**src/sv/homography_object_steering_defines.svh**
```systemverilog
// ----------------------------------------------------------------------------
// Homography object steering assertion macros
// Shared concurrent assertion forms, clocked on clk_i and disabled in reset.
// ----------------------------------------------------------------------------
`ifndef HOMOGRAPHY_OBJECT_STEERING_DEFINES_SVH
`define HOMOGRAPHY_OBJECT_STEERING_DEFINES_SVH

// Same-cycle implication.
`define HOS_ASSERT_IMP(name, ante, cons, msg) \
  name: assert property (@(posedge clk_i) disable iff (!rst_ni) (ante) |-> (cons)) \
    else $error(msg);

// Next-cycle implication.
`define HOS_ASSERT_NXT(name, ante, cons, msg) \
  name: assert property (@(posedge clk_i) disable iff (!rst_ni) (ante) |=> (cons)) \
    else $error(msg);

`endif

```
**src/sv/hos_pkg.sv**
```systemverilog
// ----------------------------------------------------------------------------
// Homography object steering package
// Payload types, register map, fixed-point widths and divider interface.
// ----------------------------------------------------------------------------
package hos_pkg;

  localparam int KIND_W   = 8;
  localparam int DIM_W    = 12;
  localparam int HOM_W    = 32;
  localparam int TURN_W   = 16;
  localparam int CENTER_W = 12;
  localparam int RATE_W   = 15;

  localparam int APB_AW = 4;
  localparam int APB_DW = 32;

  localparam logic [1:0] REG_CENTER = 2'd0;
  localparam logic [1:0] REG_MAX    = 2'd1;
  localparam logic [1:0] REG_MIN    = 2'd2;

  localparam logic [CENTER_W-1:0] CENTER_RST = 12'd320;
  localparam logic [RATE_W-1:0]   MAX_RST    = 15'd2458;
  localparam logic [RATE_W-1:0]   MIN_RST    = 15'd1638;

  localparam logic [KIND_W-1:0] KIND_FOLLOW = 8'd1;
  localparam logic [KIND_W-1:0] KIND_STOP   = 8'd2;

  // Datapath widths, sized from the worst-case magnitudes of the Q16.16 maths.
  localparam int PRD_W     = 44;
  localparam int NUM_W     = 46;
  localparam int HOM_FRAC  = 16;
  localparam int DVS_W     = 45;
  localparam int QUO_W     = DVS_W + HOM_FRAC;
  localparam int ACC_W     = 64;
  localparam int FRAC_SH   = 18;
  localparam int X_W       = ACC_W - FRAC_SH;
  localparam int DIFF_W    = X_W + 1;
  localparam int MUL_A_W   = 48;
  localparam int MUL_B_W   = 16;
  localparam int MUL_P_W   = MUL_A_W + MUL_B_W;
  localparam int TPROD_W   = QUO_W + 1;
  localparam int RND_BIAS  = 2 ** FRAC_SH - 1;

  localparam int DIV_STEPS = QUO_W;
  localparam int DIV_CNT_W = $clog2(DIV_STEPS);
  localparam logic [DIV_CNT_W-1:0] DIV_LAST = DIV_CNT_W'(DIV_STEPS - 1);

  localparam int SAT_POS     = 32767;
  localparam int SAT_NEG_MAG = 32768;
  localparam logic signed [TURN_W-1:0] TURN_MAX = 16'sh7FFF;
  localparam logic signed [TURN_W-1:0] TURN_MIN = 16'sh8000;

  typedef struct packed {
    logic [KIND_W-1:0]        object_kind;
    logic [DIM_W-1:0]         obj_width;
    logic [DIM_W-1:0]         obj_height;
    logic signed [HOM_W-1:0]  hom_r0c0;
    logic signed [HOM_W-1:0]  hom_r0c1;
    logic signed [HOM_W-1:0]  hom_r0c2;
    logic signed [HOM_W-1:0]  hom_r2c0;
    logic signed [HOM_W-1:0]  hom_r2c1;
    logic signed [HOM_W-1:0]  hom_r2c2;
  } hos_in_t;

  typedef struct packed {
    logic                     forward_speed;
    logic signed [TURN_W-1:0] turn_rate;
    logic                     stop_active;
  } hos_out_t;

  typedef struct packed {
    logic             start;
    logic [QUO_W-1:0] dividend;
    logic [DVS_W-1:0] divisor;
  } div_req_t;

  typedef struct packed {
    logic             done;
    logic [QUO_W-1:0] quotient;
  } div_rsp_t;

endpackage

```
**src/sv/hos_div.sv**
```systemverilog
// ----------------------------------------------------------------------------
// Homography object steering divider
// Unsigned restoring divider, one quotient bit per cycle.
// ----------------------------------------------------------------------------
`include "homography_object_steering_defines.svh"

module hos_div
  import hos_pkg::*;
(
  input  logic     clk_i,
  input  logic     rst_ni,
  input  div_req_t req_i,
  output div_rsp_t rsp_o
);

  logic                 busy_q;
  logic                 done_q;
  logic [DIV_CNT_W-1:0] cnt_q;
  logic [DVS_W-1:0]     rem_q;
  logic [DVS_W-1:0]     dvs_q;
  logic [QUO_W-1:0]     quo_q;

  logic [DVS_W:0]       part_w;
  logic [DVS_W:0]       trial_w;
  logic                 ge_w;

  always_comb begin
    part_w  = {rem_q, quo_q[QUO_W-1]};
    trial_w = part_w - {1'b0, dvs_q};
    ge_w    = !trial_w[DVS_W];
  end

  always_ff @(posedge clk_i or negedge rst_ni) begin
    if (!rst_ni) begin
      busy_q <= 1'b0;
      done_q <= 1'b0;
      cnt_q  <= '0;
    end else if (req_i.start) begin
      busy_q <= 1'b1;
      done_q <= 1'b0;
      cnt_q  <= '0;
    end else if (busy_q) begin
      cnt_q <= cnt_q + 1'b1;
      if (cnt_q == DIV_LAST) begin
        busy_q <= 1'b0;
        done_q <= 1'b1;
      end
    end else begin
      done_q <= 1'b0;
    end
  end

  always_ff @(posedge clk_i) begin
    if (req_i.start) begin
      rem_q <= '0;
      quo_q <= req_i.dividend;
      dvs_q <= req_i.divisor;
    end else if (busy_q) begin
      rem_q <= ge_w ? trial_w[DVS_W-1:0] : part_w[DVS_W-1:0];
      quo_q <= {quo_q[QUO_W-2:0], ge_w};
    end
  end

  assign rsp_o.done     = done_q;
  assign rsp_o.quotient = quo_q;

  `HOS_ASSERT_IMP(a_start_idle, req_i.start, !busy_q, "Division started while busy")
  `HOS_ASSERT_IMP(a_done_after_busy, done_q, $past(busy_q), "Quotient flagged without a run")
  `HOS_ASSERT_IMP(a_busy_ends_done, $fell(busy_q), done_q, "Division ended without done")

endmodule

```
**src/sv/homography_object_steering.sv**
```systemverilog
// ----------------------------------------------------------------------------
// Homography object steering
// Turns one detected-object transaction into one drive command. A follow
// object projects its four template corners through the x and w rows of a
// Q16.16 homography, averages the projected columns and steers towards them
// with a proportional Q4.12 turn rate, a deadband of half min_turn_rate and
// saturation; a stop object sets a latch that holds the vehicle stopped until
// reset, and any other kind gives a zero command. Stop, no-action and latched
// transactions go from acceptance straight to the emit state, which loads the
// result register once the output register is free. A follow transaction makes
// five passes through the shared restoring divider (one per corner and one for
// the turn scaling) and five through the shared multiplier; a corner with a
// zero denominator skips its division. The input is stalled while a transaction
// is in progress, and the result register lets the next one be accepted while
// the previous result waits. Registers are written over APB at byte addresses
// 0, 4 and 8 and should only be changed while the block is idle.
// ----------------------------------------------------------------------------
`include "homography_object_steering_defines.svh"

module homography_object_steering
  import hos_pkg::*;
(
  input  logic              clk_i,
  input  logic              rst_ni,
  input  logic              in_valid_i,
  output logic              in_stall_o,
  input  hos_in_t           in_data_i,
  output logic              out_valid_o,
  input  logic              out_stall_i,
  output hos_out_t          out_data_o,
  input  logic              psel,
  input  logic              penable,
  input  logic              pwrite,
  input  logic [APB_AW-1:0] paddr,
  input  logic [APB_DW-1:0] pwdata,
  output logic [APB_DW-1:0] prdata,
  output logic              pready
);

  localparam logic [3:0] S_IDLE   = 4'd0;
  localparam logic [3:0] S_MUL    = 4'd1;
  localparam logic [3:0] S_NUM    = 4'd2;
  localparam logic [3:0] S_DSTART = 4'd3;
  localparam logic [3:0] S_DIV    = 4'd4;
  localparam logic [3:0] S_SHIFT  = 4'd5;
  localparam logic [3:0] S_DIFF   = 4'd6;
  localparam logic [3:0] S_TMUL   = 4'd7;
  localparam logic [3:0] S_TSTART = 4'd8;
  localparam logic [3:0] S_TDIV   = 4'd9;
  localparam logic [3:0] S_EMIT   = 4'd10;

  logic [3:0]                 state_q, state_d;
  hos_in_t                    in_q;
  logic                       stop_latch_q;
  logic [CENTER_W-1:0]        cfg_center_q;
  logic [RATE_W-1:0]          cfg_max_q;
  logic [RATE_W-1:0]          cfg_min_q;
  logic [1:0]                 mul_idx_q;
  logic [1:0]                 corner_q;
  logic signed [PRD_W-1:0]    prd_q [4];
  logic signed [NUM_W-1:0]    num_q;
  logic signed [NUM_W-1:0]    den_q;
  logic                       qneg_q;
  logic signed [ACC_W-1:0]    acc_q;
  logic signed [X_W-1:0]      x_q;
  logic signed [DIFF_W-1:0]   diff_q;
  logic signed [TPROD_W-1:0]  tprod_q;
  logic                       res_speed_q;
  logic signed [TURN_W-1:0]   res_turn_q;
  logic                       out_valid_q;
  hos_out_t                   out_q;

  logic                       in_accept;
  logic                       is_follow;
  logic                       cfg_write;
  logic                       out_load;
  logic                       corner_skip;
  logic                       corner_done;
  logic signed [MUL_A_W-1:0]  mul_a;
  logic signed [MUL_B_W-1:0]  mul_b;
  logic signed [MUL_P_W-1:0]  mul_p;
  logic signed [NUM_W-1:0]    num_sum;
  logic signed [NUM_W-1:0]    den_sum;
  logic [NUM_W-1:0]           num_mag;
  logic [NUM_W-1:0]           den_mag;
  logic [TPROD_W-1:0]         tprod_mag;
  logic [ACC_W-1:0]           quo_ext;
  logic signed [ACC_W-1:0]    acc_rnd;
  logic [QUO_W-1:0]           qm;
  logic signed [TURN_W-1:0]   turn_d;
  div_req_t                   div_req;
  div_rsp_t                   div_rsp;

  hos_div u_div (
    .clk_i  (clk_i),
    .rst_ni (rst_ni),
    .req_i  (div_req),
    .rsp_o  (div_rsp)
  );

  assign in_stall_o = (state_q != S_IDLE);
  assign in_accept  = in_valid_i && !in_stall_o;
  assign is_follow  = (in_data_i.object_kind == KIND_FOLLOW) && !stop_latch_q;
  assign cfg_write  = psel && penable && pwrite && pready;
  assign pready     = 1'b1;
  assign out_load   = (state_q == S_EMIT) && (!out_valid_q || !out_stall_i);

  always_comb begin
    case (paddr[3:2])
      REG_CENTER: prdata = APB_DW'(cfg_center_q);
      REG_MAX:    prdata = APB_DW'(cfg_max_q);
      REG_MIN:    prdata = APB_DW'(cfg_min_q);
      default:    prdata = '0;
    endcase
  end

  always_comb begin
    mul_a = '0;
    mul_b = '0;
    if (state_q == S_TMUL) begin
      mul_a = MUL_A_W'(diff_q);
      mul_b = {1'b0, cfg_max_q};
    end else begin
      case (mul_idx_q)
        2'd0: begin
          mul_a = MUL_A_W'(in_q.hom_r0c0);
          mul_b = {4'b0, in_q.obj_width};
        end
        2'd1: begin
          mul_a = MUL_A_W'(in_q.hom_r0c1);
          mul_b = {4'b0, in_q.obj_height};
        end
        2'd2: begin
          mul_a = MUL_A_W'(in_q.hom_r2c0);
          mul_b = {4'b0, in_q.obj_width};
        end
        default: begin
          mul_a = MUL_A_W'(in_q.hom_r2c1);
          mul_b = {4'b0, in_q.obj_height};
        end
      endcase
    end
    mul_p = mul_a * mul_b;
  end

  always_comb begin
    num_sum = NUM_W'(in_q.hom_r0c2)
            + (corner_q[0] ? NUM_W'(prd_q[0]) : NUM_W'(0))
            + (corner_q[1] ? NUM_W'(prd_q[1]) : NUM_W'(0));
    den_sum = NUM_W'(in_q.hom_r2c2)
            + (corner_q[0] ? NUM_W'(prd_q[2]) : NUM_W'(0))
            + (corner_q[1] ? NUM_W'(prd_q[3]) : NUM_W'(0));
    num_mag   = num_q[NUM_W-1] ? -num_q : num_q;
    den_mag   = den_q[NUM_W-1] ? -den_q : den_q;
    tprod_mag = tprod_q[TPROD_W-1] ? -tprod_q : tprod_q;
    quo_ext   = ACC_W'(div_rsp.quotient);
    acc_rnd   = acc_q + (acc_q[ACC_W-1] ? ACC_W'(RND_BIAS) : ACC_W'(0));
  end

  always_comb begin
    div_req.start = (state_q == S_TSTART) || ((state_q == S_DSTART) && (den_q != '0));
    if (state_q == S_TSTART) begin
      div_req.dividend = tprod_mag[QUO_W-1:0];
      div_req.divisor  = (cfg_center_q == '0) ? DVS_W'(1) : DVS_W'(cfg_center_q);
    end else begin
      div_req.dividend = {num_mag[DVS_W-1:0], {HOM_FRAC{1'b0}}};
      div_req.divisor  = den_mag[DVS_W-1:0];
    end
  end

  always_comb begin
    qm = div_rsp.quotient;
    if (qm <= QUO_W'(cfg_min_q[RATE_W-1:1])) begin
      turn_d = '0;
    end else if (qneg_q) begin
      turn_d = (qm > QUO_W'(SAT_NEG_MAG)) ? TURN_MIN : -qm[TURN_W-1:0];
    end else begin
      turn_d = (qm > QUO_W'(SAT_POS)) ? TURN_MAX : qm[TURN_W-1:0];
    end
  end

  assign corner_skip = (state_q == S_DSTART) && (den_q == '0);
  assign corner_done = corner_skip || ((state_q == S_DIV) && div_rsp.done);

  always_comb begin
    state_d = state_q;
    case (state_q)
      S_IDLE: begin
        if (in_accept) begin
          state_d = is_follow ? S_MUL : S_EMIT;
        end
      end
      S_MUL: begin
        if (mul_idx_q == 2'd3) begin
          state_d = S_NUM;
        end
      end
      S_NUM: state_d = S_DSTART;
      S_DSTART, S_DIV: begin
        if (corner_done) begin
          state_d = (corner_q == 2'd3) ? S_SHIFT : S_NUM;
        end else if (state_q == S_DSTART) begin
          state_d = S_DIV;
        end
      end
      S_SHIFT:  state_d = S_DIFF;
      S_DIFF:   state_d = S_TMUL;
      S_TMUL:   state_d = S_TSTART;
      S_TSTART: state_d = S_TDIV;
      S_TDIV: begin
        if (div_rsp.done) begin
          state_d = S_EMIT;
        end
      end
      S_EMIT: begin
        if (out_load) begin
          state_d = S_IDLE;
        end
      end
      default: state_d = S_IDLE;
    endcase
  end

  always_ff @(posedge clk_i or negedge rst_ni) begin
    if (!rst_ni) begin
      state_q      <= S_IDLE;
      stop_latch_q <= 1'b0;
      cfg_center_q <= CENTER_RST;
      cfg_max_q    <= MAX_RST;
      cfg_min_q    <= MIN_RST;
      mul_idx_q    <= '0;
      corner_q     <= '0;
      out_valid_q  <= 1'b0;
    end else begin
      state_q <= state_d;
      if (in_accept && (in_data_i.object_kind == KIND_STOP)) begin
        stop_latch_q <= 1'b1;
      end
      if (cfg_write) begin
        case (paddr[3:2])
          REG_CENTER: cfg_center_q <= pwdata[CENTER_W-1:0];
          REG_MAX:    cfg_max_q    <= pwdata[RATE_W-1:0];
          REG_MIN:    cfg_min_q    <= pwdata[RATE_W-1:0];
          default:    cfg_center_q <= cfg_center_q;
        endcase
      end
      if (in_accept) begin
        mul_idx_q <= '0;
        corner_q  <= '0;
      end else begin
        if (state_q == S_MUL) begin
          mul_idx_q <= mul_idx_q + 1'b1;
        end
        if (corner_done) begin
          corner_q <= corner_q + 1'b1;
        end
      end
      if (out_load) begin
        out_valid_q <= 1'b1;
      end else if (!out_stall_i) begin
        out_valid_q <= 1'b0;
      end
    end
  end

  always_ff @(posedge clk_i) begin
    if (in_accept) begin
      in_q        <= in_data_i;
      acc_q       <= '0;
      res_speed_q <= 1'b0;
      res_turn_q  <= '0;
    end
    case (state_q)
      S_MUL:    prd_q[mul_idx_q] <= mul_p[PRD_W-1:0];
      S_NUM: begin
        num_q <= num_sum;
        den_q <= den_sum;
      end
      S_DSTART: qneg_q <= num_q[NUM_W-1] ^ den_q[NUM_W-1];
      S_DIV: begin
        if (div_rsp.done) begin
          acc_q <= acc_q + (qneg_q ? -quo_ext : quo_ext);
        end
      end
      S_SHIFT:  x_q <= acc_rnd[ACC_W-1:FRAC_SH];
      S_DIFF:   diff_q <= DIFF_W'(x_q) - DIFF_W'(cfg_center_q);
      S_TMUL:   tprod_q <= mul_p[TPROD_W-1:0];
      S_TSTART: qneg_q <= !tprod_q[TPROD_W-1];
      S_TDIV: begin
        if (div_rsp.done) begin
          res_speed_q <= 1'b1;
          res_turn_q  <= turn_d;
        end
      end
      default: begin
      end
    endcase
    if (out_load) begin
      out_q.forward_speed <= res_speed_q;
      out_q.turn_rate     <= res_turn_q;
      out_q.stop_active   <= stop_latch_q;
    end
  end

  assign out_valid_o = out_valid_q;
  assign out_data_o  = out_q;

  `HOS_ASSERT_NXT(a_latch_sticky, stop_latch_q, stop_latch_q,
                  "Stop latch cleared without reset")
  `HOS_ASSERT_IMP(a_done_in_wait, div_rsp.done, (state_q == S_DIV) || (state_q == S_TDIV),
                  "Quotient arrived outside a wait state")
  `HOS_ASSERT_IMP(a_stopped_zero, out_valid_o && out_data_o.stop_active,
                  !out_data_o.forward_speed && (out_data_o.turn_rate == '0),
                  "Stopped vehicle given a drive command")
  `HOS_ASSERT_IMP(a_turn_needs_speed, out_valid_o && (out_data_o.turn_rate != '0),
                  out_data_o.forward_speed, "Turn command without forward speed")

endmodule
```
**config.mk**
```make
export PLATFORM = sky130hd
export DESIGN_NAME = homography_object_steering
export DESIGN_NICKNAME = d
export VERILOG_FILES = /design/src/sv/hos_pkg.sv /design/src/sv/hos_div.sv /design/src/sv/homography_object_steering.sv
export VERILOG_INCLUDE_DIRS = /design/src /design/src/sv
export SDC_FILE = /design/constraint.sdc
export NUM_CORES = 2
export LEC_CHECK = 0
export ABC_AREA = 1
export BUFFER_PORTS_ARGS = -buffer_cell sky130_fd_sc_hd__buf_4
export CAP_MARGIN = 20
export CELL_PAD_IN_SITES_DETAIL_PLACEMENT = 1
export CELL_PAD_IN_SITES_GLOBAL_PLACEMENT = 2
export CORE_ASPECT_RATIO = 2
export CORE_MARGIN = 2
export CORE_UTILIZATION = 35
export DETAILED_ROUTE_END_ITERATION = 8
export GPL_ROUTABILITY_DRIVEN = 0
export PLACE_DENSITY_LB_ADDON = 0.1
export SLEW_MARGIN = 20
export SYNTH_ARGS = -nofsm -noshare
export SYNTH_HDL_FRONTEND = slang
export SYNTH_SLANG_ARGS = --single-unit
```
**constraint.sdc**
```tcl
create_clock -name clk_i -period 7.5 [get_ports clk_i]
set_input_delay 1.125 -clock clk_i [delete_from_list [all_inputs] [get_ports clk_i]]
set_output_delay 1.125 -clock clk_i [all_outputs]
set_load 0.1 [all_outputs]
```
; Yosys cells after proc, flatten, opt, wreduce, memory -nomap -nowiden
; Memory sizes are Yosys's and may differ from the RTL's.
; Index checks and enable logic that the tools add are counted.
[word_totals]
out_inout_bits = 53
rom_bits = 0
ramBits = 176
in_bits = 267
mem_count = 1
ff_bits = 774
latchBits = 0
word_cells = 175
[classes]
shift = 0
div_mod_pow = 0
order_cmp = 3
multipliers = 1
n_mux = 58
add_sub_neg = 16
n_reduce_logical = 35
eq_ne = 26
n_bitwise = 1
[mem_list]
columns = memory, depth, width, read_ports, rd_clocked_by_memory_dff, write_ports, line
row1 = prd_q, 4, 44, 4, 0, 1, homography_object_steering.sv:60  ; logic signed [PRD_W-1:0] prd_q [4];
[op_table]
columns = operator, count
row1 = $mux W64, 4
row2 = $mux W46, 4
row3 = $mux W61, 3
row4 = $pmux W48 S3, 1
row5 = $mux W45, 3
row6 = $mux W16, 7
row7 = $mux W106, 1
row8 = $add A32 B46 Y46, 2
row9 = $add A46 B46 Y46, 2
row10 = $neg A45 Y45, 2
row11 = $add A64 B19 Y64, 1
row12 = $add A64 B64 Y64, 1
row13 = $neg A61 Y64, 1
row14 = $mul A48 B16 Y62, 1
row15 = $gt A61 B15 Y1 const B, 1
row16 = $gt A61 B16 Y1 const B, 1
row17 = $le A61 B14 Y1, 1
row18 = $neg A61 Y61, 1
row19 = $mux W48, 1
row20 = $sub A46 B13 Y47, 1
row21 = $logic_not A46 Y1, 1
row22 = $reduce_bool A46 Y1, 1
row23 = $sub A46 B45 Y46, 1
row24 = $pmux W15 S3, 1
row25 = 37 further kinds, 97

; Longest topological paths before layout
[depth]
word_depth = 6
ltp_mapped = 37
ltp_nobuf = 35

; By module
; From an unflattened synthesis, not the netlist that was laid out.
[unflattened]
hier_cells = 12080
area_unflattened_um2 = 90372.9
[by_module_without_submodules]
columns = mod, n_inst, area_per_inst_um2, cells_per_inst
row1 = homography_object_steering, 1, 79956.7, 10539
row2 = hos_div, 1, 10416.2, 1541

; Worst setup path after synthesis
; No wires, ideal clock.
[synth_path]
path_type = flip-flop to flip-flop
startpoint = reg state_q[3]
endpoint = reg tprod_q[58] (data pin)
n_path_buf = 2
path_stages_with_launch = 30
period_less_slack_ps = 7117
setup_slack_ps = 383
t_required_ps = 7247
arrival_time_ps = 6865
path_cell_list = dfrtp_1 -> nor2_1 -> nand2_1 -> inv_1 -> buf_2 -> buf_2 -> a21oi_2 -> inv_1 -> nor2_1 -> fa_1 -> inv_1 -> fa_1 -> fa_1 -> inv_1 -> fa_1 -> fa_1 -> inv_1 -> fa_1 -> inv_1 -> ha_1 -> nand2_1 -> nor2_1 -> inv_1 -> nor2_1 -> inv_1 -> nor2_1 -> nor2_1 -> or2_2 -> nand4_1 -> nand2_1
[synth_between]
elab_chain_len = 3
[synth_rtl]
columns = item, line
row1 = start: declaration, homography_object_steering.sv:52  ; logic [3:0] state_q, state_d;
row2 = start signal: assignment, homography_object_steering.sv:235  ; state_q <= state_d;
row3 = $eq A4 B3 Y1 *, homography_object_steering.sv:120  ; if (state_q == S_TMUL) begin
row4 = $mux W48 or $mux W15 (tied branches), homography_object_steering.sv:120
row5 = $mul A48 B16 Y62 *, homography_object_steering.sv:143  ; mul_p = mul_a * mul_b;
row6 = named net mul_p[58], homography_object_steering.sv:81  ; logic signed [MUL_P_W-1:0] mul_p;
row7 = end signal: assignment, homography_object_steering.sv:287  ; S_TMUL: tprod_q <= mul_p[TPROD_W-1:0];
row8 = end: declaration, homography_object_steering.sv:67  ; logic signed [TPROD_W-1:0] tprod_q;
; Mark *: on every way through the listed nets, which the timed path passes. The rest lies on a longest branch.
; A chain may end at the register's enable or synchronous reset.

; Worst setup path after layout
[layout_path]
startpoint = reg mul_idx_q[1]
endpoint = reg tprod_q[58] (data pin)
[layout_between]
elab_chain_len = 5
[layout_rtl]
columns = item, line
row1 = start: declaration, homography_object_steering.sv:58  ; logic [1:0] mul_idx_q;
row2 = start signal: assignment, homography_object_steering.sv:252  ; mul_idx_q <= mul_idx_q + 1'b1;
row3 = $eq A2 B2 Y1 or $logic_not A2 Y1 (tied branches), homography_object_steering.sv:124  ; case (mul_idx_q)
row4 = $reduce_or A2 Y1 (no line), --
row5 = $mux W12, homography_object_steering.sv:124
row6 = $mux W15, homography_object_steering.sv:120
row7 = $mul A48 B16 Y62 *, homography_object_steering.sv:143
row8 = named net mul_p[58], homography_object_steering.sv:81
; Marked as above.

==> results.md <==
- Entering global routing, the biggest net connects 152 pins.
- The largest fanout of any net on the critical path is 10.
- Synthesis inferred 950 register bits.
- After technology mapping, the gate count stands at 11,700.
- The most prevalent standard cell on the critical path is buf_4.
- The post-detailed-placement half-perimeter wirelength is between 300 and 400 mm.
- Setup violations remaining at the end of the flow were counted as 1.
- After synthesis, the largest area contributor takes up 25.9% of total cell area.
- The class of the tightest hold or removal check is in -> async.
- The combined area of all synthesized cells is 88,700 um^2.
- In this run the number of H-tree levels came out at 3.
- In this run the power density over the cells is around 110 nW/um^2.
- In the post-route analysis, the smallest setup slack over all paths is -0.0895 ns.
- Buffers placed on the I/O ports in this run total 282.
- Synthesis instantiated 66 different standard cells from the library.
- The synthesis-to-finish area growth is 21.2%.
- Counting every sink on the clock net gives 950.
- After the first detailed-routing iteration, the DRC count stood at 4,753.
- Setup repair after global routing could not meet its margin everywhere.
- The post-detailed-routing wire length is 435 mm.
- After detailed routing, the average wire length per cell comes to 27.1 um.
- At the end of the flow the core is filled with cells to 42.6%.
- STA classifies the critical path startpoint as a flip-flop.
- The share of the Yosys chip area taken by registers is 30.4%.
- The final count of pins violating max slew is 0.
- The die area is 258,000 um^2.
- The number of max-cap violations is 0.
- Counting flops with a built-in enable in the synthesized netlist gives 764.
- By area the synthesized netlist is led by edfxtp_1, fa_1, nand2_1.
- The depth of the worst register-to-register path is 33.
- The type of the worst setup path is reg -> reg.
- Each instance of the synthesized netlist takes up on average 7.59 um^2.
- The remaining global-route overflow is 0.
- Counting instances in the post-synthesis netlist gives the leading cell types as nand2_1, inv_1, nor2_1, edfxtp_1, fa_1.
- The via total after detailed routing is 84,200.
- The total power draw is between 10 and 15 mW.
- Across the VDD grid, the largest voltage drop is between 0.0002 and 0.0003 V.
- The width of the chip is around 360 um.
- During I/O placement, the number of pins put on the boundary was 320.
- For this run, the post-layout net count is around 14,000.
- The number of clock buffers added by TritonCTS is roughly 100.
- After floorplanning, the core was divided into 261 placement rows.
- Once detail routing completed, the nets flagged for antenna violations numbered 0.
- The via density per instance is 5.25.
- For this configuration, the core starts out at a cell density of 35.1%.
- The number of global-route vias before repair was 92,700.
- Cells with a size suffix above 1 make up between 10% and 20% of the layout.
- The flow ran to the end, but the final reports show violations.
- The worst slack at placement is -0.799 ns.
- The slowest stage of the critical path belongs to the cell fa_2.
- Based on the critical path, the design can be clocked at up to 0.132 GHz.
- The endpoint kind of the worst setup timing path is a flip-flop.
- The total routing usage reported by global routing is 33.3%.
- The first global-routing pass estimated 619 mm of wire.
- The worst clock skew is 0.0762 ns.
- The number of optimization iterations in the first detailed-route pass is 5.
- The insertion delay to the later sink of the worst-skew pair is 0.82 ns.
- The proportion of synthesized flip-flops having asynchronous set or reset is 6.32%.
- The clock tree buffer depth is 3.
- The most used flip-flop cell after synthesis is edfxtp_1.
- The leading cell type by number of instances after synthesis is nand2_1.
- The number of antenna violations at the first check in global routing is 29.
- The finished cells cover 108,000 um^2.
- For the pin with the worst max-slew slack, the measured transition is 1.28 ns.
- The number of DRC violations after detailed routing is 0.
- The clock tree from TritonCTS is built.
- The worst path required time is 8.04 ns.
- The placeable core region is roughly 250,000 um^2.
- The Yosys warning count is 0.
- The data arrival time of the worst path is 8.13 ns.
- The die is 716 um tall.
- The post-synthesis cell type with the largest combined area is edfxtp_1.
- Subtracting the final worst setup slack from the clock period gives between 7 and 8 ns.
- In the finished design, the share of the clock period the worst path needs comes to 101%.
- For this design the static power due to leakage is 51.1 nW.
- The number of hold violations in the final report is 0.
- In this run the tightest slew margin relative to its limit is 14.6%.
- The largest incremental delay on the critical path is 0.61 ns.
- The clock edge transition at the registers on the reported setup and hold paths is approximately 0.070 ns.
- The total placed instance area is 100,000 um^2.
- CTS placed an instance of clkbuf_16 at the clock tree root.
- The checks that failed: negative setup slack.
## state kept, by name (all words and copies together), names as in the netlist, 15 cells and up
| signal | flops |
|---|---|
| res_turn_q | 16 |
| x_q | 46 |
| tprod_q | 62 |
| acc_q | 64 |
| u_div.rem_q | 45 |
| u_div.dvs_q | 45 |
| cfg_max_q | 15 |
| u_div.quo_q | 61 |
| diff_q | 47 |
| den_q | 46 |
| in_q | 216 |
| out_data_o | 18 |
| prd_q | 176 |
| cfg_min_q | 15 |
| num_q | 46 |
## stage by stage
step	TNS (ns)	std cells	hold WS, ns
3_3_place_gp	-54.19	15700	0.419
5_1_grt	-3.58	16000	0.159
6_report	-0.0895	16000	0.172
2_1_floorplan	0	11700	0.409
4_1_cts	-1.24	16000	0.119
3_5_place_dp	-57.52	15700	0.416
## final cells by class
| cell class | instances | area, um^2 |
|---|---|---|
| repair buffers | 1096 | 9540 |
| diodes | 12 | 30.0 |
| flip-flops and latches | 950 | 27000 |
| clock inverters | 80 | 925 |
| fillers | 30700 | 145000 |
| well taps | 3287 | 4110 |
| multi-input cells | 8322 | 55100 |
| clock buffers | 109 | 2610 |
| inverters | 2177 | 8200 |
| repair inverters | 1 | 8.76 |
## layer usage
layer | wire [um] | track usage (%)
met4 | 47400 | 29.3
met2 | 227000 | 61.9
met1 | 144000 | 32.0
met3 | 16800 | 4.23
met5 | 71 | 0
## what timing repair did
action,4_1_cts,5_1_grt
gates resized for setup,285,466
buffers inserted,32,58
hold buffers,0,0
gates cloned,3,3
endpoints found under the setup margin,158,177
pin swaps,44,200
## cell families after synthesis
group | after synthesis | share of synthesized area (%)
AOI/OAI and AO/OA | 1210 | 7.54
xor gates and xnor gates | 292 | 2.88
adders and majority gates | 1129 | 22.2
buffers and inverters | 2437 | 10.6
DFF | 950 | 30.4
other | 2 | 0.00847
and+or+nand+nor | 5673 | 26.4
## final timing paths
path | to | slack [ns] | startpoint
max | tprod_q[58]$_DFFE_PP_ | -0.09 | mul_idx_q[1]$_DFFE_PN0P_
min reg2reg | out_data_o[17]$_DFFE_PP_ | 0.44 | res_speed_q$_DFF_P_
max reg2reg | tprod_q[58]$_DFFE_PP_ | -0.09 | mul_idx_q[1]$_DFFE_PN0P_
min in group clk_i | out_data_o[17]$_DFFE_PP_ | 0.44 | res_speed_q$_DFF_P_
max in group asynchronous | corner_q[0]$_DFFE_PN0P_ | 6.04 | rst_ni
min | u_div.done_q$_DFFE_PN0P_ | 0.17 | rst_ni
## critical path: cells and delay by family, from the launching register on
| kind | cells | cell delay [ns] |
|---|---|---|
| AND/OR/NAND/NOR | 9 | 1.08 |
| buffers and inverters | 14 | 1.68 |
| adder cells (fa/ha/maj) | 8 | 3.55 |
| AO/OA/AOI/OAI | 2 | 0.69 |
| flip-flops | 1 | 0.38 |
## cells in the final DEF, fill, tap and decap left out, types with 175 or more instances in the layout
cell type	instances
nor2_1	1300
nand3_1	697
ha_1	343
a21oi_1	455
xor2_1	175
o21ai_0	362
fa_1	679
inv_1	2062
nand2_1	3011
buf_4	951
edfxtp_1	764
## power by group
group	internal (mW)	switching (mW)	total, mW
registers	5.70	0.0936	5.79
logic	0.193	0.435	0.628
clock network	2.94	2.61	5.55
total	8.83	3.14	12.0
No activity file was read; power rests on OpenSTA's default activity.
